[src/rtl/assert_macros.svh]
// Assertion macros shared by the RTL. Each use samples on the rising edge
// of clk and is switched off while arst_n is low.
`ifndef ASSERT_MACROS_SVH
`define ASSERT_MACROS_SVH

// Same-cycle implication: whenever a holds, b holds too.
`define ASSERT_IMPLIES(label, a, b) \
	label: assert property (@(posedge clk) disable iff (!arst_n) (a) |-> (b)) \
		else $error("assertion failed: same-cycle implication");

// Next-cycle implication: whenever a holds, b holds in the next cycle.
`define ASSERT_NEXT(label, a, b) \
	label: assert property (@(posedge clk) disable iff (!arst_n) (a) |=> (b)) \
		else $error("assertion failed: next-cycle implication");

`endif

[src/rtl/bqtr_pkg.sv]
// ----------------------------------------------------------------------------
// bqtr_pkg
// Shared types and constants of the quarter-turn bitmap rotator.
// ----------------------------------------------------------------------------
`timescale 1ns / 1ps
`default_nettype none

package bqtr_pkg;

	// Field widths fixed by the interface.
	localparam int GRID_W  = 7;
	localparam int TURN_W  = 2;
	localparam int COORD_W = 6;
	localparam int COUNT_W = 13;
	localparam int CIDX_W  = 2;

	// Dimension limits and reset values.
	localparam int MAX_DIM_DEF   = 64;
	localparam int MAX_DIM_LIMIT = 256;
	localparam int GRID_RESET    = 64;

	// Source coordinates travel at the width of the largest supported grid.
	localparam int CMW = $clog2(MAX_DIM_LIMIT);

	// Depth of the queue between front and back.
	localparam int QDEPTH = 2;

	typedef enum logic [TURN_W-1:0] {
		TURN_NONE = 2'd0,
		TURN_CW   = 2'd1,
		TURN_HALF = 2'd2,
		TURN_CCW  = 2'd3
	} turn_t;

	typedef enum logic {
		ACT_WRITE = 1'b0,
		ACT_READ  = 1'b1
	} action_t;

	typedef enum logic [CIDX_W-1:0] {
		REG_GRID_WIDTH    = 2'd0,
		REG_GRID_HEIGHT   = 2'd1,
		REG_QUARTER_TURNS = 2'd2
	} cfg_reg_t;

	// Configuration as seen by the front.
	typedef struct packed {
		logic [GRID_W-1:0] grid_width;
		logic [GRID_W-1:0] grid_height;
		turn_t             quarter_turns;
	} grid_cfg_t;

	// One classified item, held in the queue.
	typedef struct packed {
		action_t        action;
		logic           err;
		logic           cell_in;
		logic [CMW-1:0] src_col;
		logic [CMW-1:0] src_row;
	} q_entry_t;

	// Status reported by the back.
	typedef struct packed {
		logic               s1_valid;
		logic [COUNT_W-1:0] count;
	} bk_status_t;

endpackage

`default_nettype wire

[src/rtl/bqtr_front.sv]
// ----------------------------------------------------------------------------
// bqtr_front
// Checks an item's coordinate against the grid and maps a view coordinate
// onto the source bitmap.
// ----------------------------------------------------------------------------
`timescale 1ns / 1ps
`default_nettype none

module bqtr_front #(
	parameter int MAX_DIM = bqtr_pkg::MAX_DIM_DEF
) (
	input  wire bqtr_pkg::grid_cfg_t        cfg,
	input  wire                             action,
	input  wire [bqtr_pkg::COORD_W-1:0]     col,
	input  wire [bqtr_pkg::COORD_W-1:0]     row,
	input  wire                             cell_in,
	output bqtr_pkg::q_entry_t              entry
);
	import bqtr_pkg::*;

	localparam int DIM_BITS = $clog2(MAX_DIM + 1);
	localparam int DW = (GRID_W > DIM_BITS) ? GRID_W : DIM_BITS;

	logic [DW-1:0] w_eff;
	logic [DW-1:0] h_eff;
	logic [DW-1:0] lim_c;
	logic [DW-1:0] lim_r;
	logic [DW-1:0] c_x;
	logic [DW-1:0] r_x;
	logic [DW-1:0] sx;
	logic [DW-1:0] sy;
	logic          is_read;

	// Effective dimensions, limits of the addressed grid and the view mapping.
	always_comb begin
		w_eff = (DW'(cfg.grid_width) > DW'(MAX_DIM)) ? DW'(MAX_DIM) : DW'(cfg.grid_width);
		h_eff = (DW'(cfg.grid_height) > DW'(MAX_DIM)) ? DW'(MAX_DIM) : DW'(cfg.grid_height);
		c_x = DW'(col);
		r_x = DW'(row);
		is_read = (action == ACT_READ);

		if (is_read && cfg.quarter_turns[0]) begin
			lim_c = h_eff;
			lim_r = w_eff;
		end else begin
			lim_c = w_eff;
			lim_r = h_eff;
		end

		sx = c_x;
		sy = r_x;
		if (is_read) begin
			case (cfg.quarter_turns)
				TURN_CW: begin
					sx = r_x;
					sy = h_eff - DW'(1) - c_x;
				end
				TURN_HALF: begin
					sx = w_eff - DW'(1) - c_x;
					sy = h_eff - DW'(1) - r_x;
				end
				TURN_CCW: begin
					sx = w_eff - DW'(1) - r_x;
					sy = c_x;
				end
				default: begin
					sx = c_x;
					sy = r_x;
				end
			endcase
		end

		entry.action  = action_t'(action);
		entry.err     = (c_x >= lim_c) || (r_x >= lim_r);
		entry.cell_in = cell_in;
		entry.src_col = CMW'(sx);
		entry.src_row = CMW'(sy);
	end

endmodule

`default_nettype wire

[config.mk]
export PLATFORM = sky130hd
export DESIGN_NAME = bqtr_front
export DESIGN_NICKNAME = d
export VERILOG_FILES = /design/src/rtl/assert_macros.svh /design/src/rtl/bqtr_pkg.sv /design/src/rtl/bqtr_front.sv
export SDC_FILE = /design/constraint.sdc
export NUM_CORES = 1
export LEC_CHECK = 0
export BUFFER_PORTS_ARGS = -buffer_cell sky130_fd_sc_hd__buf_4
export CELL_PAD_IN_SITES_DETAIL_PLACEMENT = 0
export CELL_PAD_IN_SITES_GLOBAL_PLACEMENT = 1
export CORE_ASPECT_RATIO = 0.6
export CORE_MARGIN = 2
export CORE_UTILIZATION = 35
export DETAILED_ROUTE_END_ITERATION = 8
export GPL_TIMING_DRIVEN = 0
export PLACE_DENSITY = 0.92
export SETUP_SLACK_MARGIN = 0.02
export SLEW_MARGIN = 25
export SYNTH_ARGS = -nofsm -noshare
export SYNTH_HDL_FRONTEND = slang
export SYNTH_SLANG_ARGS = --single-unit
[constraint.sdc]
create_clock -name vclk -period 3.7
set_input_delay 0.925 -clock vclk [all_inputs]
set_output_delay 0.925 -clock vclk [all_outputs]
set_load 0.1 [all_outputs]
==> flow_summary_export.csv <==
group,metric,value,unit
sta,period_needed,3.992,ns
synth,yosysSeqAreaShare,0,
floorplan,die_y,57.13,µm
final_layout,final_cell_area,0.003042,mm²
floorplan,io_pins,49,
worst_hold_path,hp-start,"cell_in",
power_and_ir_drop,pwr-share-clk,0,
global_route,overflow,0,
sta,final-hold-violation-count,0,
routing,viasPerCell,5.507,
final_layout,n_antenna_cell,0,
synth,synth_xor_area_frac,0.03191,
sta,worstMarginPinSlew,0.6264,ns
sta,fmax,0.2505,GHz
global_route,grt_pass1_wl,10270,µm
synth,synthMuxAreaShare,0.08055,
final_layout,syn_to_final_growth,84.73,%
power_and_ir_drop,cellPowerDensity,240.9,mW/mm²
placement,post-dp-hpwl,4527,µm
critical_path,cp-start-kind,"input pin",
run_status,violations,"setup timing",
power_and_ir_drop,pwr-share-comb,1.000,
synth,ys_warn_count,0,
sta,whs,2.177,ns
routing,dr.pass1.iters,4,
floorplan,fp-row-count,19,
synth,synth_top_area_cell,"ha_1",
floorplan,die_area,0.005287,mm²
power_and_ir_drop,switching_power,0.4265,mW
placement,place_congestion,0.8528,
floorplan,die-width,92.55,µm
routing,antenna_left,0,
floorplan,core_area,0.004541,mm²
synth,synth_simple_gate_area_frac,0.2667,
final_layout,final_util,0.6699,
global_route,grt_usage,0.2440,
routing,wirelength,6522,µm
critical_path,critPathCaptureType,"output port",
global_route,grt_max_degree,11,
critical_path,crit_path_max_fanout,5,
final_layout,regArea,0,µm²
floorplan,start_util,0.3626,
sta,setup_ws,-0.2925,ns
critical_path,cp_data_arrival_time,3.07,ns
flow_run,maxCapViolations,0,
routing,drt-wirelength-per-cell,17.21,µm
sta,finalSetupViolations,10,
synth,synth_cell_types,40,
synth,synth_compound_area_frac,0.2910,
worst_hold_path,min_path_type,"input pin to output port",
sta,finalCritPeriodShare,1.079,
sta,rsz0062_at_grt,"true",
final_layout,nets,380,
power_and_ir_drop,peakVddDrop,0.1734,mV
power_and_ir_drop,p_int,0.3063,mW
routing,drt-initial-drc-count,121,
placement,portBuffers,45,
power_and_ir_drop,sw_frac_of_total,0.5820,
power_and_ir_drop,power_leakage,1.287,nW
global_route,grt_pass1_vias,2063,
placement,dp.cells,353,
synth,synthCells,244,
sta,drv_slew,0,
synth,avgSynthCellArea,6.748,µm²
critical_path,path_class,"input pin to output port",
synth,syn-cell-area,0.001647,mm²
synth,netlist_top_cells_area,"ha_1 (23%), o21ai_0 (7.3%), mux2i_1 (6.7%)",
critical_path,cp-startpoint,"cfg[0]",
power_and_ir_drop,total_power,0.7328,mW
routing,drc,0,
global_route,antenna_found_initial,0,
final_layout,nClkBuffers,0,
final_layout,seq_cells,0,
placement,placed_area,0.002333,mm²
run_status,status,"finished with violations",
critical_path,cp.required,2.77,ns
routing,num_vias,2087,
sta,slew-limit-headroom,0.5780,
synth,synth_top_family_by_area,"compound AO/OA/AOI/OAI gates",
power_and_ir_drop,seqPwrFrac,0,
synth,yosysTopAreaCellShare,0.2280,
synth,synthAdderAreaFrac,0.2523,
final_layout,fin_cells,379,
final_layout,post_route_cells_drive_above_1_share,0.5285,
synthesized netlist by cell type (all sizes together):
library cell  count
or3               1
mux2i            11
mux2              2
a32oi             1
nor2b             8
a21oi            15
nand2b            6
xnor2             5
a221oi            4
nor3              9
a211oi            3
and3              2
a21boi            1
inv              14
a31o              1
xor2              1
conb              1
a31oi            11
nor3b             5
clkbuf            3
o21bai            1
or2               1
o21a              7
nor2             24
buf              10
o22ai             2
nand3             4
o31a              2
o21ai            25
o211ai            5
nand2            26
ha               30
fa                2
and2b             1
power by group through the flow:
stage | Clock (mW) | Sequential (mW) | Combinational, mW
floorplan | 0 | 0 | 0.424
global placement | 0 | 0 | 0.546
detailed placement | 0 | 0 | 0.553
CTS | 0 | 0 | 0.660
global route | 0 | 0 | 0.777
finish | 0 | 0 | 0.733
worst max-delay path, stage by stage:
cell and delay (ns):
buf_12 0.11, buf_12 0.12, inv_12 0.04, ha_4 0.16
mux2_4 0.34, fa_2 0.38, nand2b_4 0.18, a21oi_4 0.16
o21a_1 0.17, nor3_2 0.06, nor3_2 0.17, buf_6 0.25
through the flow:
step                TNS (ns)  setup WS (ns)
finish                -1.929        -0.2925
global route          -2.656        -0.3459
CTS                   -1.125        -0.2243
detailed placement    -4.676        -0.5419
global placement      -4.429        -0.5137
floorplan             -3.765         -1.114
cells by family (layout without fill, tap and decap cells):
| group | after synthesis | count (layout) |
|---|---|---|
| AND/OR/NAND/NOR | 87 | 87 |
| XOR/XNOR | 6 | 6 |
| other | 1 | 2 |
| multiplexers | 13 | 13 |
| buffers and inverters | 27 | 98 |
| AO/OA/AOI/OAI | 78 | 78 |
| adder cells (fa/ha/maj) | 32 | 32 |
timing repair:
action | in CTS | in global routing
endpoints found under the setup margin | 13 | 13
resized for setup | 73 | 31
pin swaps | 26 | 26
setup buffers | 20 | 10
hold buffers | 0 | 0
per-layer routing:
layer | vias up | wire length (µm) | GRT usage
met5 | - | 0 | 0
met4 | 0 | 15 | 0.01066
met3 | 2 | 549 | 0.01321
met2 | 80 | 2981 | 0.4004
met1 | 972 | 2976 | 0.3741
li1 | 1033 | - | -
cell usage in the layout (no fill, tap or decap), drive strengths merged:
cell,count
mux2,2
nor3b,5
clkbuf,3
nand2,26
o21ai,25
inv,14
nor2b,8
mux2i,11
a211oi,3
o21bai,1
a221oi,4
o211ai,5
a32oi,1
a21oi,15
o22ai,2
a21boi,1
or2,1
and3,2
nand3,4
and2b,1
buf,81
ha,30
nor2,24
o31a,2
o21a,7
nand2b,6
xnor2,5
fa,2
xor2,1
or3,1
a31oi,11
a31o,1
conb,2
nor3,9
area by class of cell:
class / instances / area [µm²]
Multi-Input combinational cell: 218 / 2042
Fill cell: 386 / 1499
Timing Repair Buffer: 74 / 743.2
Buffer: 10 / 100.1
Tap cell: 63 / 78.83
Inverter: 14 / 77.57
path summary, 6_finish.rpt:
path	endpoint	slack, ns	cells past startpoint
min	entry[16]	2.18	2
max	entry[6]	-0.29	12
Note: power is estimated with default switching activity, not from simulation.
