**src/rtl/assert_macros.svh**
```systemverilog
// Assertion macros shared by the RTL. Each use samples on the rising edge
// of clk and is switched off while arst_n is low.
`ifndef ASSERT_MACROS_SVH
`define ASSERT_MACROS_SVH

// Same-cycle implication: whenever a holds, b holds too.
`define ASSERT_IMPLIES(label, a, b) \
	label: assert property (@(posedge clk) disable iff (!arst_n) (a) |-> (b)) \
		else $error("assertion failed: same-cycle implication");

// Next-cycle implication: whenever a holds, b holds in the next cycle.
`define ASSERT_NEXT(label, a, b) \
	label: assert property (@(posedge clk) disable iff (!arst_n) (a) |=> (b)) \
		else $error("assertion failed: next-cycle implication");

`endif

```
**src/rtl/bqtr_pkg.sv**
```systemverilog
// ----------------------------------------------------------------------------
// bqtr_pkg
// Shared types and constants of the quarter-turn bitmap rotator.
// ----------------------------------------------------------------------------
`timescale 1ns / 1ps
`default_nettype none

package bqtr_pkg;

	// Field widths fixed by the interface.
	localparam int GRID_W  = 7;
	localparam int TURN_W  = 2;
	localparam int COORD_W = 6;
	localparam int COUNT_W = 13;
	localparam int CIDX_W  = 2;

	// Dimension limits and reset values.
	localparam int MAX_DIM_DEF   = 64;
	localparam int MAX_DIM_LIMIT = 256;
	localparam int GRID_RESET    = 64;

	// Source coordinates travel at the width of the largest supported grid.
	localparam int CMW = $clog2(MAX_DIM_LIMIT);

	// Depth of the queue between front and back.
	localparam int QDEPTH = 2;

	typedef enum logic [TURN_W-1:0] {
		TURN_NONE = 2'd0,
		TURN_CW   = 2'd1,
		TURN_HALF = 2'd2,
		TURN_CCW  = 2'd3
	} turn_t;

	typedef enum logic {
		ACT_WRITE = 1'b0,
		ACT_READ  = 1'b1
	} action_t;

	typedef enum logic [CIDX_W-1:0] {
		REG_GRID_WIDTH    = 2'd0,
		REG_GRID_HEIGHT   = 2'd1,
		REG_QUARTER_TURNS = 2'd2
	} cfg_reg_t;

	// Configuration as seen by the front.
	typedef struct packed {
		logic [GRID_W-1:0] grid_width;
		logic [GRID_W-1:0] grid_height;
		turn_t             quarter_turns;
	} grid_cfg_t;

	// One classified item, held in the queue.
	typedef struct packed {
		action_t        action;
		logic           err;
		logic           cell_in;
		logic [CMW-1:0] src_col;
		logic [CMW-1:0] src_row;
	} q_entry_t;

	// Status reported by the back.
	typedef struct packed {
		logic               s1_valid;
		logic [COUNT_W-1:0] count;
	} bk_status_t;

endpackage

`default_nettype wire

```
**src/rtl/bqtr_back.sv**
```systemverilog
// ----------------------------------------------------------------------------
// bqtr_back
// Carries out queued items on the row-wide bitmap memory, keeps the live
// count and holds the result register.
// ----------------------------------------------------------------------------
`timescale 1ns / 1ps
`default_nettype none

module bqtr_back #(
	parameter int MAX_DIM = bqtr_pkg::MAX_DIM_DEF
) (
	input  wire                           clk,
	input  wire                           arst_n,
	input  wire                           clear,
	input  wire                           q_valid,
	input  wire bqtr_pkg::q_entry_t       q_entry,
	output logic                          q_pop,
	output logic                          out_valid,
	input  wire                           out_stall,
	output logic                          cell_out,
	output logic                          range_error,
	output logic [bqtr_pkg::COUNT_W-1:0]  live_count,
	output bqtr_pkg::bk_status_t          status
);
	import bqtr_pkg::*;

	localparam int IDX_W = $clog2(MAX_DIM);

	// Bitmap, one row per word; rows not yet written since a clear read as dead.
	logic [MAX_DIM-1:0] mem [MAX_DIM];
	logic [MAX_DIM-1:0] row_valid_q;

	// Stage 1: item under way and its row data.
	logic               s1_valid_q;
	q_entry_t           ent_s1;
	logic [MAX_DIM-1:0] rd_s1;
	logic               rowv_s1;
	logic               byp_s1;
	logic [MAX_DIM-1:0] byp_data_s1;

	logic [COUNT_W-1:0] count_q;

	// Result register.
	logic               out_valid_q;
	logic               cell_q;
	logic               err_q;
	logic [COUNT_W-1:0] live_q;

	logic               out_free;
	logic               s1_adv;
	logic [IDX_W-1:0]   s1_row;
	logic [IDX_W-1:0]   s1_col;
	logic [IDX_W-1:0]   q_row;
	logic [MAX_DIM-1:0] row_eff;
	logic [MAX_DIM-1:0] wr_data;
	logic               wr_en;
	logic               old_bit;
	logic [COUNT_W-1:0] count_next;
	logic               cell_next;

	// Handshake between queue, stage 1 and result register.
	always_comb begin
		out_free = !out_valid_q || !out_stall;
		s1_adv   = s1_valid_q && out_free;
		q_pop    = q_valid && (!s1_valid_q || s1_adv);
		s1_row   = ent_s1.src_row[IDX_W-1:0];
		s1_col   = ent_s1.src_col[IDX_W-1:0];
		q_row    = q_entry.src_row[IDX_W-1:0];
	end

	// Modify the row, update the count and form the result.
	always_comb begin
		if (byp_s1) begin
			row_eff = byp_data_s1;
		end else if (rowv_s1) begin
			row_eff = rd_s1;
		end else begin
			row_eff = '0;
		end
		old_bit = row_eff[s1_col];
		wr_data = row_eff;
		wr_data[s1_col] = ent_s1.cell_in;
		wr_en = s1_adv && (ent_s1.action == ACT_WRITE) && !ent_s1.err;

		count_next = count_q;
		if (wr_en && (old_bit != ent_s1.cell_in)) begin
			count_next = ent_s1.cell_in ? count_q + COUNT_W'(1) : count_q - COUNT_W'(1);
		end
		cell_next = (ent_s1.action == ACT_READ) && !ent_s1.err && old_bit;
	end

	// Memory write port.
	always_ff @(posedge clk) begin
		if (wr_en) begin
			mem[s1_row] <= wr_data;
		end
	end

	// Memory read port, loaded as an item enters stage 1.
	always_ff @(posedge clk) begin
		if (q_pop) begin
			rd_s1 <= mem[q_row];
		end
	end

	// Stage 1 payload, with a bypass for a write to the same row at that edge.
	always_ff @(posedge clk) begin
		if (q_pop) begin
			ent_s1      <= q_entry;
			byp_s1      <= wr_en && (s1_row == q_row);
			byp_data_s1 <= wr_data;
			rowv_s1     <= row_valid_q[q_row];
		end
	end

	// Control state: stage valid, row valid bits and live count.
	always_ff @(posedge clk or negedge arst_n) begin
		if (!arst_n) begin
			s1_valid_q  <= 1'b0;
			row_valid_q <= '0;
			count_q     <= '0;
		end else begin
			if (q_pop) begin
				s1_valid_q <= 1'b1;
			end else if (s1_adv) begin
				s1_valid_q <= 1'b0;
			end
			if (clear) begin
				row_valid_q <= '0;
				count_q     <= '0;
			end else begin
				if (wr_en) begin
					row_valid_q[s1_row] <= 1'b1;
				end
				count_q <= count_next;
			end
		end
	end

	// Result register valid.
	always_ff @(posedge clk or negedge arst_n) begin
		if (!arst_n) begin
			out_valid_q <= 1'b0;
		end else if (out_free) begin
			out_valid_q <= s1_adv;
		end
	end

	// Result register payload.
	always_ff @(posedge clk) begin
		if (s1_adv) begin
			cell_q <= cell_next;
			err_q  <= ent_s1.err;
			live_q <= count_next;
		end
	end

	assign out_valid       = out_valid_q;
	assign cell_out        = cell_q;
	assign range_error     = err_q;
	assign live_count      = live_q;
	assign status.s1_valid = s1_valid_q;
	assign status.count    = count_q;

endmodule

`default_nettype wire

```
**config.mk**
```make
export PLATFORM = sky130hd
export DESIGN_NAME = bqtr_back
export DESIGN_NICKNAME = d
export VERILOG_FILES = /design/src/rtl/assert_macros.svh /design/src/rtl/bqtr_pkg.sv /design/src/rtl/bqtr_back.sv
export SDC_FILE = /design/constraint.sdc
export NUM_CORES = 2
export LEC_CHECK = 0
export BUFFER_PORTS_ARGS = -buffer_cell sky130_fd_sc_hd__buf_4
export CAP_MARGIN = 20
export CORE_ASPECT_RATIO = 2
export CORE_MARGIN = 1
export CORE_UTILIZATION = 55
export DETAILED_ROUTE_END_ITERATION = 10
export PLACE_DENSITY = 0.7
export SYNTH_ARGS = -nofsm -noshare
export SYNTH_HDL_FRONTEND = slang
export SYNTH_SLANG_ARGS = --single-unit
```
**constraint.sdc**
```tcl
create_clock -name clk -period 9.6 [get_ports clk]
set_input_delay 0 -clock clk [delete_from_list [all_inputs] [get_ports clk]]
set_output_delay 0 -clock clk [all_outputs]
set_load 0.03 [all_outputs]
```
==> run_results.csv <==
group,metric,value,unit
run_status,run_status,"completed",
clocking,cts_tree,"built",
layout,drive_gt1_share,32.1,%
global_route,grt_pass1_vias,79600,
route,vias,78600,
clocking,clock_latency,0.94,ns
logic_synthesis,synth_edf_count,4256,
worst_setup_path,crit_path_max_fanout,48,
route,firstDrtPassIters,6,
clocking,cts-root-buf,"clkbuf_16",
logic_synthesis,synthMuxAreaShare,18.8,%
worst_hold_path,hp-start,"clear",
global_route,grtUsageMet2,50.4,%
global_route,grt_pass1_wl,618000,um
floorplanning,fp.dieW,390,um
floorplanning,num_io_pins,55,
worst_setup_path,startpoint_type,"flip-flop",
route,via_per_inst,6.95,
clocking,cts_made_buffers,348,
logic_synthesis,synth_ff_type,"edfxtp_1",
logic_synthesis,synth-simple-area-share,0.924,%
timing,report.final.slew_viol_count,0,
clocking,path_clk_slew,0.07,ns
timing,rsz0062_at_grt,"no",
clocking,cts_setup_buffers,0,
worst_setup_path,setup.worst_path.class,"reg -> reg",
global_route,met1_usage,37.6,%
worst_setup_path,endpoint_kind,"flip-flop",
logic_synthesis,yosys_warnings,0,
worst_setup_path,critPathRequiredTime,10.27,ns
layout,fillers,19400,
global_route,antenna_found_initial,8,
floorplanning,die_h,779,um
logic_synthesis,synth_fa_ha_area_share,0.0950,%
logic_synthesis,synth_xor_area_share,0.0897,%
logic_synthesis,postSynthCellCount,6701,
layout,syn_to_final_growth,11.7,%
route,wire_per_inst,39.5,um
layout,fin_nets,7066,
route,drt_iter0_markers,12100,
power_and_ir_drop,p_total,0.0381,W
timing,setup_tns,0,ns
logic_synthesis,async_flop_share,1.82,%
power_and_ir_drop,ir_drop,0.149,mV
clocking,cts_buffer_depth,4,
logic_synthesis,netlist_area,166000,um2
logic_synthesis,ys_seq_elements,4335,
logic_synthesis,syn_avg_cell_area,24.8,um2
logic_synthesis,synth_nets,6737,
global_route,use_met3,4.93,%
place,numPortBuffers,50,
route,drc_errors,0,
logic_synthesis,synth-compound-area-share,0.917,%
worst_hold_path,min_to,"row_valid_q[9]$_DFFE_PN0P_",
floorplanning,die-area,304000,um2
place,dp_cells,10600,
logic_synthesis,ys_seq_area_share,78.2,%
power_and_ir_drop,leakagePower,57.7,nW
place,hpwlAfterDp,230000,um
worst_hold_path,hp-class,"in -> reg",
route,routed_wl,446000,um
global_route,top_usage_layer,"met2",
timing,skew,0.0573,ns
floorplanning,num_rows,284,
floorplanning,core-area,300000,um2
place,gp_congestion,0.827,
layout,stdcell_count,11300,
logic_synthesis,ys_types,59,
worst_hold_path,hold_depth,3,
timing,fin_crit_sh,53.7,%
flow_run,maxCapViolations,0,
route,postRouteAntennaNets,0,
worst_setup_path,r2r-start,"byp_s1$_DFFE_PP_",
global_route,grt_overflow_total,0,
floorplanning,start_util,55.4,%
worst_setup_path,rr_worst_depth,10,
logic_synthesis,synth_top_family_by_area,"multiplexers",
clocking,clock-sinks,4335,
worst_setup_path,rr_endpoint,"live_count[11]$_DFFE_PP_",
global_route,grt_usage,29.6,%
timing,finalSetupViolations,0,
timing,min_period,5.15,ns
timing,hold_violations,0,
timing,slew_headroom,16.9,%
global_route,grt_max_degree,152,
clocking,htree_levels,5,
timing,fmax,194,MHz
worst_setup_path,r2r_slack,4.45,ns
timing,worst_slew_pin_slew,1.25,ns
power_and_ir_drop,power_density,206,nW/um2
worst_setup_path,cp_data_arrival_time,5.83,ns
[cells in the mapped netlist, drive strengths merged, types with 8 or more instances]
library cell | n | share of area (%)
a21oi | 29 | 0.087
a221o | 13 | 0.078
a221oi | 30 | 0.16
a222oi | 13 | 0.078
a22o | 16 | 0.084
a22oi | 28 | 0.13
a31oi | 15 | 0.057
buf | 115 | 0.32
clkbuf | 253 | 0.57
dfrtp | 79 | 1.2
edfxtp | 4256 | 77
ha | 11 | 0.083
mux2 | 24 | 0.17
mux2i | 26 | 0.16
mux4 | 1365 | 19
nand2 | 39 | 0.093
nand3 | 15 | 0.045
nand3b | 9 | 0.041
nor2 | 236 | 0.53
nor3 | 8 | 0.027
o21a | 14 | 0.063
o21ai | 10 | 0.030
o22ai | 8 | 0.030
xnor2 | 12 | 0.063
[cells in the final DEF (no fill, tap or decap), drive strengths merged, types with 5 or more instances in the layout]
master          n
a21oi          29
a221o          13
a221oi         30
a222oi         13
a22o           16
a22oi          28
a31oi          15
buf           317
bufinv         49
clkbuf        415
clkinv        126
clkinvlp       22
dfrtp          79
dlygate4sd3    30
edfxtp       4256
ha             11
inv            18
mux2           24
mux2i          26
mux4         1365
nand2          39
nand2b          6
nand3          15
nand3b          9
nand4           6
nor2          236
nor2b           5
nor3            8
o21a           14
o21ai          10
o22ai           8
or3b            5
xnor2          12
xor2            5
[layer usage]
metal	part of all wire (%)	wire length [um]	vias up
li1	-	-	29700
met1	33	146000	42400
met2	51	229000	5362
met3	10	46500	1075
met4	5.4	24200	4
met5	0.0047	21	-
[critical path, stage by stage (launching register included)]
cell and delay (ns):
edfxtp_1 0.40, buf_4 0.57, buf_4 0.59, a221oi_1 0.20, or4_1 0.69, o41ai_2 0.77
o21ai_0 0.30, nor4_1 0.73, buf_4 0.28, o211ai_1 0.16, o21a_1 0.15
[sequential cells by signal, indices dropped and copies added (netlist names)]
| name | count |
|---|---|
| byp_data_s1 | 64 |
| live_count | 13 |
| rd_s1 | 64 |
| row_valid_q | 64 |
| ent_s1 | 15 |
| rowv_s1 | 1 |
| s1_valid_q | 1 |
| out_valid | 1 |
| mem | 4096 |
| cell_out | 1 |
| byp_s1 | 1 |
| range_error | 1 |
| count_q | 13 |
[report_power, final]
group	total (W)	internal (W)	switching, W	leakage (nW)
sequential	0.0212	0.0211	0.0000493	40.0
clock	0.0149	0.00821	0.00666	5.62
combinational	0.00207	0.000786	0.00129	12.1
total	0.0381	0.0301	0.00800	57.7
[worst max-delay path by stage]
stage	from	end	slack [ns]	depth (start not counted)
6_report	byp_s1$_DFFE_PP_	live_count[11]$_DFFE_PP_	4.45	10
5_1_grt	byp_s1$_DFFE_PP_	live_count[11]$_DFFE_PP_	4.51	10
4_1_cts	byp_s1$_DFFE_PP_	live_count[11]$_DFFE_PP_	4.66	10
3_5_place_dp	byp_s1$_DFFE_PP_	live_count[11]$_DFFE_PP_	4.68	10
3_3_place_gp	byp_s1$_DFFE_PP_	live_count[11]$_DFFE_PP_	4.75	10
2_1_floorplan	out_valid$_DFFE_PN0P_	mem[57][0]$_DFFE_PP_	4.85	5
[metrics by stage]
| step | hold slack, ns | util (%) | worst slack (ns) | instance area, um2 |
|---|---|---|---|---|
| 6_report | 0.180 | 61.9 | 4.45 | 185000 |
| 5_1_grt | 0.199 | 61.9 | 4.51 | 185000 |
| 4_1_cts | 0.155 | 61.8 | 4.66 | 185000 |
| 3_5_place_dp | 0.179 | 57.8 | 4.68 | 173000 |
| 3_3_place_gp | 0.181 | 57.8 | 4.75 | 173000 |
| 2_1_floorplan | -0.296 | - | 4.85 | 166000 |
[repair_timing]
action                    4_1_cts  5_1_grt
hold endpoints to repair      262        0
hold buffers                   31        0
gates resized for setup         0        0
[final cells by class]
cell class                 count  area (um2)  share of cell area (%)
sequential                  4335      130000                    70.0
multi-input combinational   1992       35800                    19.3
clock buffer                 415        9210                    4.97
tap                         4004        5010                    2.70
timing repair buffer         347        3260                    1.76
clock inverter               209        2360                    1.28
inverter                       6        27.5                  0.0148
antenna                        4        10.0                 0.00540
[cells by family (layout without fill, tap and decap cells)]
family / after synthesis / in the layout
flops: 4335 / 4335
mux: 1415 / 1415
buf+inv: 374 / 977
simple gates: 350 / 350
compound gates: 198 / 198
xor+xnor: 17 / 17
fa+ha+maj: 12 / 12
other cells: 0 / 4
No activity file was read; power rests on OpenSTA's default activity.
