`src/rtl/assert_macros.svh`:
```
// Assertion macros shared by the RTL. Each use samples on the rising edge
// of clk and is switched off while arst_n is low.
`ifndef ASSERT_MACROS_SVH
`define ASSERT_MACROS_SVH

// Same-cycle implication: whenever a holds, b holds too.
`define ASSERT_IMPLIES(label, a, b) \
	label: assert property (@(posedge clk) disable iff (!arst_n) (a) |-> (b)) \
		else $error("assertion failed: same-cycle implication");

// Next-cycle implication: whenever a holds, b holds in the next cycle.
`define ASSERT_NEXT(label, a, b) \
	label: assert property (@(posedge clk) disable iff (!arst_n) (a) |=> (b)) \
		else $error("assertion failed: next-cycle implication");

`endif

```
`src/rtl/bqtr_pkg.sv`:
```
// ----------------------------------------------------------------------------
// bqtr_pkg
// Shared types and constants of the quarter-turn bitmap rotator.
// ----------------------------------------------------------------------------
`timescale 1ns / 1ps
`default_nettype none

package bqtr_pkg;

	// Field widths fixed by the interface.
	localparam int GRID_W  = 7;
	localparam int TURN_W  = 2;
	localparam int COORD_W = 6;
	localparam int COUNT_W = 13;
	localparam int CIDX_W  = 2;

	// Dimension limits and reset values.
	localparam int MAX_DIM_DEF   = 64;
	localparam int MAX_DIM_LIMIT = 256;
	localparam int GRID_RESET    = 64;

	// Source coordinates travel at the width of the largest supported grid.
	localparam int CMW = $clog2(MAX_DIM_LIMIT);

	// Depth of the queue between front and back.
	localparam int QDEPTH = 2;

	typedef enum logic [TURN_W-1:0] {
		TURN_NONE = 2'd0,
		TURN_CW   = 2'd1,
		TURN_HALF = 2'd2,
		TURN_CCW  = 2'd3
	} turn_t;

	typedef enum logic {
		ACT_WRITE = 1'b0,
		ACT_READ  = 1'b1
	} action_t;

	typedef enum logic [CIDX_W-1:0] {
		REG_GRID_WIDTH    = 2'd0,
		REG_GRID_HEIGHT   = 2'd1,
		REG_QUARTER_TURNS = 2'd2
	} cfg_reg_t;

	// Configuration as seen by the front.
	typedef struct packed {
		logic [GRID_W-1:0] grid_width;
		logic [GRID_W-1:0] grid_height;
		turn_t             quarter_turns;
	} grid_cfg_t;

	// One classified item, held in the queue.
	typedef struct packed {
		action_t        action;
		logic           err;
		logic           cell_in;
		logic [CMW-1:0] src_col;
		logic [CMW-1:0] src_row;
	} q_entry_t;

	// Status reported by the back.
	typedef struct packed {
		logic               s1_valid;
		logic [COUNT_W-1:0] count;
	} bk_status_t;

endpackage

`default_nettype wire

```
`src/rtl/bqtr_queue.sv`:
```
// ----------------------------------------------------------------------------
// bqtr_queue
// Two-entry queue that decouples the front from the back.
// ----------------------------------------------------------------------------
`timescale 1ns / 1ps
`default_nettype none

module bqtr_queue (
	input  wire                   clk,
	input  wire                   arst_n,
	input  wire                   push,
	input  wire bqtr_pkg::q_entry_t push_entry,
	output logic                  full,
	output logic                  head_valid,
	output bqtr_pkg::q_entry_t    head_entry,
	input  wire                   pop
);
	import bqtr_pkg::*;

	localparam int PW = (QDEPTH > 1) ? $clog2(QDEPTH) : 1;
	localparam int CW = $clog2(QDEPTH + 1);

	q_entry_t        slot_q [QDEPTH];
	logic [PW-1:0]   wr_ptr_q;
	logic [PW-1:0]   rd_ptr_q;
	logic [CW-1:0]   count_q;

	// Entry storage.
	always_ff @(posedge clk) begin
		if (push) begin
			slot_q[wr_ptr_q] <= push_entry;
		end
	end

	// Pointers and fill count.
	always_ff @(posedge clk or negedge arst_n) begin
		if (!arst_n) begin
			wr_ptr_q <= '0;
			rd_ptr_q <= '0;
			count_q  <= '0;
		end else begin
			if (push) begin
				wr_ptr_q <= (wr_ptr_q == PW'(QDEPTH - 1)) ? '0 : wr_ptr_q + PW'(1);
			end
			if (pop) begin
				rd_ptr_q <= (rd_ptr_q == PW'(QDEPTH - 1)) ? '0 : rd_ptr_q + PW'(1);
			end
			if (push && !pop) begin
				count_q <= count_q + CW'(1);
			end else if (pop && !push) begin
				count_q <= count_q - CW'(1);
			end
		end
	end

	assign full       = (count_q == CW'(QDEPTH));
	assign head_valid = (count_q != '0);
	assign head_entry = slot_q[rd_ptr_q];

endmodule

`default_nettype wire

```
`config.mk`:
```
export PLATFORM = sky130hd
export DESIGN_NAME = bqtr_queue
export DESIGN_NICKNAME = d
export VERILOG_FILES = /design/src/rtl/assert_macros.svh /design/src/rtl/bqtr_pkg.sv /design/src/rtl/bqtr_queue.sv
export SDC_FILE = /design/constraint.sdc
export NUM_CORES = 1
export LEC_CHECK = 0
export BUFFER_PORTS_ARGS = -buffer_cell sky130_fd_sc_hd__buf_2
export CORE_UTILIZATION = 58
export CTS_BUF_LIST = sky130_fd_sc_hd__clkbuf_2
export DETAILED_ROUTE_END_ITERATION = 8
export PLACE_DENSITY = 0.89
export RECOVER_POWER = 25
export SLEW_MARGIN = 20
export SYNTH_ARGS = -nofsm -noshare
export SYNTH_HDL_FRONTEND = slang
export SYNTH_SLANG_ARGS = --single-unit
```
`constraint.sdc`:
```
create_clock -name clk -period 2.6 [get_ports clk]
set_input_delay 0.78 -clock clk [delete_from_list [all_inputs] [get_ports clk]]
set_output_delay 0.78 -clock clk [all_outputs]
set_load 0.01 [all_outputs]
```
==> results of run 1 <==
## layout by cell type, fill, tap and decap left out
| master | netlist | routed |
|---|---|---|
| sky130_fd_sc_hd__nor2_1 | 1 | 1 |
| sky130_fd_sc_hd__dfrtp_1 | 4 | 4 |
| sky130_fd_sc_hd__mux2_4 | 19 | 19 |
| sky130_fd_sc_hd__ha_1 | 1 | 1 |
| sky130_fd_sc_hd__xnor2_1 | 1 | 1 |
| sky130_fd_sc_hd__and2b_2 | 1 | 1 |
| sky130_fd_sc_hd__buf_2 | 0 | 36 |
| sky130_fd_sc_hd__clkbuf_2 | 0 | 8 |
| sky130_fd_sc_hd__and2_1 | 1 | 1 |
| sky130_fd_sc_hd__xor2_1 | 4 | 4 |
| sky130_fd_sc_hd__inv_1 | 1 | 1 |
| sky130_fd_sc_hd__buf_1 | 0 | 1 |
| sky130_fd_sc_hd__or2_1 | 1 | 1 |
| sky130_fd_sc_hd__edfxtp_1 | 38 | 38 |
| sky130_fd_sc_hd__buf_4 | 0 | 3 |
| sky130_fd_sc_hd__clkbuf_1 | 0 | 6 |
| sky130_fd_sc_hd__nor2b_2 | 0 | 1 |
## registers in the layout, summed over array words and instances (netlist names)
name	cells
wr_ptr_q	1
rd_ptr_q	1
slot_q	38
count_q	2
## layout make-up
type / count / area, sq um / share of cell area
timing repair buffer: 46 / 229.0 / 0.1188
tap: 30 / 37.54 / 0.01948
sequential: 42 / 1241 / 0.6442
multi-input combinational: 30 / 375.4 / 0.1948
inverter: 1 / 3.754 / 0.001948
clock buffer: 8 / 40.04 / 0.02078
## report_power, final
group	switching, uW	total (uW)	internal [uW]
clock network	176	255	79.4
registers	63.5	967	903
logic	323	691	369
total	562	1910	1350
## worst max-delay path, cell delays in order (launching register included)
cell                      delay [ns]
sky130_fd_sc_hd__dfrtp_1        0.41
sky130_fd_sc_hd__buf_4          0.34
sky130_fd_sc_hd__mux2_4         0.34
sky130_fd_sc_hd__buf_2          0.14
## per-layer routing
metal  vias to the layer above  global-route usage  wire (microns)
met5                         -                   0               0
met4                         0              0.1125              63
met3                        10              0.1011             134
met2                        34              0.3233            1366
met1                       396              0.2117             943
li1                        387                   -               -
## cell families (layout without fill, tap and decap cells)
group                    count (synthesis)  count (layout)  synth area share
flip-flops                              42              42            0.7567
multiplexers                            19              19            0.1739
XOR/XNOR                                 5               5           0.02670
AND/OR/NAND/NOR                          5               5           0.01908
buffers and inverters                    3              55           0.01602
adder cells (fa/ha/maj)                  1               1          0.007627
## worst paths after layout
kind                       cells after the start  slack [ns]       endpoint        from
setup / recovery                               3        0.21  head_entry[4]    rd_ptr_q
hold / removal                                 1        0.20       rd_ptr_q      arst_n
setup reg to reg                               2        1.21  slot_q[1][13]    wr_ptr_q
hold reg to reg                                1        0.51     count_q[1]  count_q[1]
max in group asynchronous                      1        2.19     count_q[0]      arst_n
min in group clk                               1        0.51     count_q[1]  count_q[1]
## synth_stat cells
master                     instances
sky130_fd_sc_hd__edfxtp_1         38
sky130_fd_sc_hd__mux2_4           19
sky130_fd_sc_hd__dfrtp_1           4
sky130_fd_sc_hd__xor2_1            4
sky130_fd_sc_hd__buf_6             2
sky130_fd_sc_hd__and2_1            1
sky130_fd_sc_hd__and2b_2           1
sky130_fd_sc_hd__ha_1              1
sky130_fd_sc_hd__inv_1             1
sky130_fd_sc_hd__nor2_1            1
sky130_fd_sc_hd__nor2b_1           1
sky130_fd_sc_hd__or2_1             1
sky130_fd_sc_hd__xnor2_1           1
## stage by stage
stage / setup WS (ns) / cell area, sq um / hold slack (ns) / power (uW) / utilization
floorplan: 0.5308 / 1640 / 0.4491 / 1471 / -
global placement: 0.6779 / 1896 / 0.4546 / 1645 / 0.7383
detailed placement: 0.6287 / 1896 / 0.5025 / 1687 / 0.7383
CTS: 0.1824 / 1936 / 0.1463 / 1933 / 0.7539
global route: 0.08195 / 1927 / 0.1501 / 2025 / 0.7505
finish: 0.2086 / 1927 / 0.1958 / 1913 / 0.7505
==> impl_metrics.yaml, run 1 <==
setup_path:
  critical_path_arrival_ns: 1.61
  type_of_the_setup_path_with_the_least_slack: "flip-flop to output pin"
  worstPathRequired_ns: 1.82
  end_kind: "output pin"
  critPathMaxFanout: 19
  critical_path.startpoint_type: "flip-flop"
die:
  die_area_sq_um: 3045
  die_width_microns: 55.18
  floorplan.core_area_sq_um: 2567
  ioPinCount: 44
  die_h_microns: 55.18
  num_rows: 18
  start_util: 0.6389
outcome:
  outcome: "finished, final reports clean"
timing:
  upper_clock_frequency_limit_ghz: 0.4182
  worst-slew-pin-transition_ns: 0.3846
  setup_viol: 0
  clock_skew_ns: 0.01146
  tns_ns: 0
  timing.final.max_slew_violations: 0
  grt_setup_unrepaired: "false"
  relSlewSlack: 0.7436
  finalCriticalPeriod_ns: 2.391
  timing_hold_violations_final: 0
  final_min_period_over_clock_period: 0.9198
clock_tree:
  number_of_clock_sinks: 42
  worst_skew_pair_later_pin_latency_ns: 0.38
  post_cts_resized: 0
  setup_fix_buffers_added_after_clock_tree_synthesis: 0
  cts_hold_repair.buffers: 0
  clock_transition_at_path_regs_ns: 0.18
  tritoncts.num_buffers: 5
  ctsHtreeMaxLevel: 2
  clockBufferDepth: 2
  tritoncts_clock_tree: "built"
  cts-root-buf: "sky130_fd_sc_hd__clkbuf_2"
synth:
  portion_of_the_post_synthesis_area_used_by_sequential_elements: 0.7567
  postSynthNetCount: 99
  number_of_flip_flops_and_latches_in_the_synthesized_netlist: 42
  postSynthCellCount: 75
  yosys.area.top_type_share: 0.6957
  yosys.cell_types.count: 13
  synth-warning-count: 0
  synth.avg_cell_area_sq_um: 21.87
  synth.area.top_cells: "sky130_fd_sc_hd__edfxtp_1 (70%), sky130_fd_sc_hd__mux2_4 (17%), sky130_fd_sc_hd__dfrtp_1 (6.1%)"
  syn_area_sq_um: 1640
  yosysTopAreaCell: "sky130_fd_sc_hd__edfxtp_1"
cells_and_area:
  layout.nets: 150
  antenna_cells: 0
  fillers: 177
  final_layout_size_suffix_gt1_frac: 0.5354
  final-instance-count-excl-fill: 157
  syn_to_final_growth_pct: 17.47
placed_design:
  placed_cells_incl_taps: 149
  globalplace.congestion: 0.6133
  dp_hpwl_microns: 1969
  port_buffers: 43
drt:
  final_antenna_net_count: 0
  detail_route.iter0.violations: 12
  via_per_inst: 5.268
  vias: 827
  routed_wirelength_normalized_by_instance_count_microns: 15.97
  totalWireLength_microns: 2507
  drc_errors: 0
  dr_pass1_iterations: 4
pwr:
  pwr_density_cell_nw_per_um2: 992.9
  p_leak_uw: 0.0008059
  power.ir.vdd_worst_uv: 703.7
global_routing:
  first_global_vias: 808
  grt_pass1_wl_microns: 3746
  largest_net_degree_at_the_start_of_global_routing: 20
  initial_antenna_violation_count: 0
  global_route.usage.total: 0.2005
  grt_overflow: 0
worst_hold_path:
  hold_path_class: "input port to async pin"
run:
  max_cap_violations: 0
Note: power is estimated with default switching activity, not from simulation.
==> run 2, diff against run 1 <==
CELL_PAD_IN_SITES_DETAIL_PLACEMENT = 0   (was not set)
CELL_PAD_IN_SITES_GLOBAL_PLACEMENT = 1   (was not set)
CORE_UTILIZATION = 49   (was 58)
==> impl_metrics.yaml, run 2 (synthesis results as in run 1) <==
die:
  die_width_microns: 59.86
  floorplan.core_area_sq_um: 3103
  ioPinCount: 44
  num_rows: 20
  die_h_microns: 59.86
  start_util: 0.5286
  die_area_sq_um: 3583
setup_path:
  worstPathRequired_ns: 1.82
  end_kind: "output pin"
  type_of_the_setup_path_with_the_least_slack: "flip-flop to output pin"
  critPathMaxFanout: 11
  critical_path.startpoint_type: "flip-flop"
  critPathMaxStageDelay_ns: 0.38
  critPathSlowestCell: "sky130_fd_sc_hd__dfrtp_1"
  critical_path.cell_chain: "buf_4, mux2_4, buf_2"
  critical_path_arrival_ns: 1.42
timing:
  tns_ns: 0
  upper_clock_frequency_limit_ghz: 0.4537
  final_min_period_over_clock_period: 0.8478
  fin_ws_ns: 0.3958
  grt_setup_unrepaired: "false"
  setup_viol: 0
  relSlewSlack: 0.6766
  finalCriticalPeriod_ns: 2.204
  clock_skew_ns: 0.006257
  timing_hold_violations_final: 0
  worst-slew-pin-transition_ns: 0.4851
  hold-worst-slack_ns: 0.2146
  timing.final.max_slew_violations: 0
cells_and_area:
  layout.nets: 152
  antenna_cells: 0
  layout_top_registers: "slot_q x38, count_q x2"
  final_non_filler_cell_area_sq_um: 1961
  final_layout_size_suffix_gt1_frac: 0.5504
  largest-register: "slot_q"
  layout.cells.most_common_list: "sky130_fd_sc_hd__buf_2 (38), sky130_fd_sc_hd__edfxtp_1 (38), sky130_fd_sc_hd__mux2_4 (19), sky130_fd_sc_hd__clkbuf_2 (6)"
  syn_to_final_growth_pct: 19.53
  largest_register_ffs: 38
placed_design:
  globalplace.congestion: 0.6515
  port_buffers: 43
  dp_hpwl_microns: 1764
  place_ws_ns: 0.6803
  place_area_sq_um: 1928
drt:
  routed_wirelength_normalized_by_instance_count_microns: 13.61
  totalWireLength_microns: 2354
  detail_route.iter0.violations: 18
  vias: 799
  final_antenna_net_count: 0
  via_per_inst: 4.618
  drc_errors: 0
  dr_pass1_iterations: 4
global_routing:
  grt_pass1_wl_microns: 3539
  grt_overflow: 0
  first_global_vias: 785
  initial_antenna_violation_count: 0
  largest_net_degree_at_the_start_of_global_routing: 13
  global_route.usage.total: 0.1455
clock_tree:
  number_of_clock_sinks: 42
  post_cts_resized: 0
  ctsHtreeMaxLevel: 2
  clockBufferDepth: 2
  tritoncts_clock_tree: "built"
  cts_hold_repair.buffers: 0
  setup_fix_buffers_added_after_clock_tree_synthesis: 0
  cts-root-buf: "sky130_fd_sc_hd__clkbuf_2"
  clock_transition_at_path_regs_ns: 0.17
  tritoncts.num_buffers: 5
  worst_skew_pair_later_pin_latency_ns: 0.36
worst_hold_path:
  hold_path_class: "input port to async pin"
pwr:
  power.ir.vdd_worst_uv: 506.9
  p_leak_uw: 0.0008185
  pwr_density_cell_nw_per_um2: 974.1
outcome:
  outcome: "finished, final reports clean"
run:
  max_cap_violations: 0
## run 2: cell types whose count changed in the layout (fill, tap and decap cells not counted)
cell                       change
sky130_fd_sc_hd__clkinv_1      +1
sky130_fd_sc_hd__clkbuf_2      -2
sky130_fd_sc_hd__clkbuf_1      -1
sky130_fd_sc_hd__buf_2         +2
sky130_fd_sc_hd__buf_4         +2
sky130_fd_sc_hd__buf_1         -1
sky130_fd_sc_hd__clkinv_2      +1
## run 2: through the flow
step	instances	power (uW)	util
2_1_floorplan	75	1471	-
6_report	173	1910	0.6319
3_3_place_gp	165	1673	0.6214
4_1_cts	173	1940	0.6339
3_5_place_dp	165	1696	0.6214
5_1_grt	173	2023	0.6319
## run 2: cell type report
type	instances	area [sq um]
timing repair buffer	48	246.5
fill	246	1142
clock buffer	6	30.03
clock inverter	2	8.758
sequential	42	1241
inverter	1	3.754
multi-input combinational	30	375.4
tap	44	55.05
## run 2: worst paths after layout
kind                       startpoint             end  slack (ns)  depth (start not counted)
max                          rd_ptr_q  head_entry[18]        0.40                          3
min                            arst_n        wr_ptr_q        0.21                          1
max reg2reg                  wr_ptr_q    slot_q[1][2]        1.18                          2
min reg2reg                count_q[1]      count_q[1]        0.50                          1
max in group asynchronous      arst_n      count_q[1]        2.20                          1
min in group clk           count_q[1]      count_q[1]        0.50                          1
## run 2: worst max-delay path: cells and delay by family (launching register included)
| family | cells | cell delay [ns] |
|---|---|---|
| buffers and inverters | 2 | 0.37 |
| muxes | 1 | 0.32 |
| DFF | 1 | 0.38 |
## run 2: layer usage
layer | part of all wire | track usage
met1 | 0.38 | 0.1630
met5 | 0 | 0
met4 | 0.013 | 0.07973
met2 | 0.55 | 0.2413
met3 | 0.054 | 0.05195
## run 2: power breakdown
| part | internal (uW) | leakage (uW) | switching (uW) |
|---|---|---|---|
| Combinational | 384 | 0.000385 | 323 |
| Clock | 66.4 | 0.0000304 | 180 |
| Sequential | 902 | 0.000403 | 53.9 |
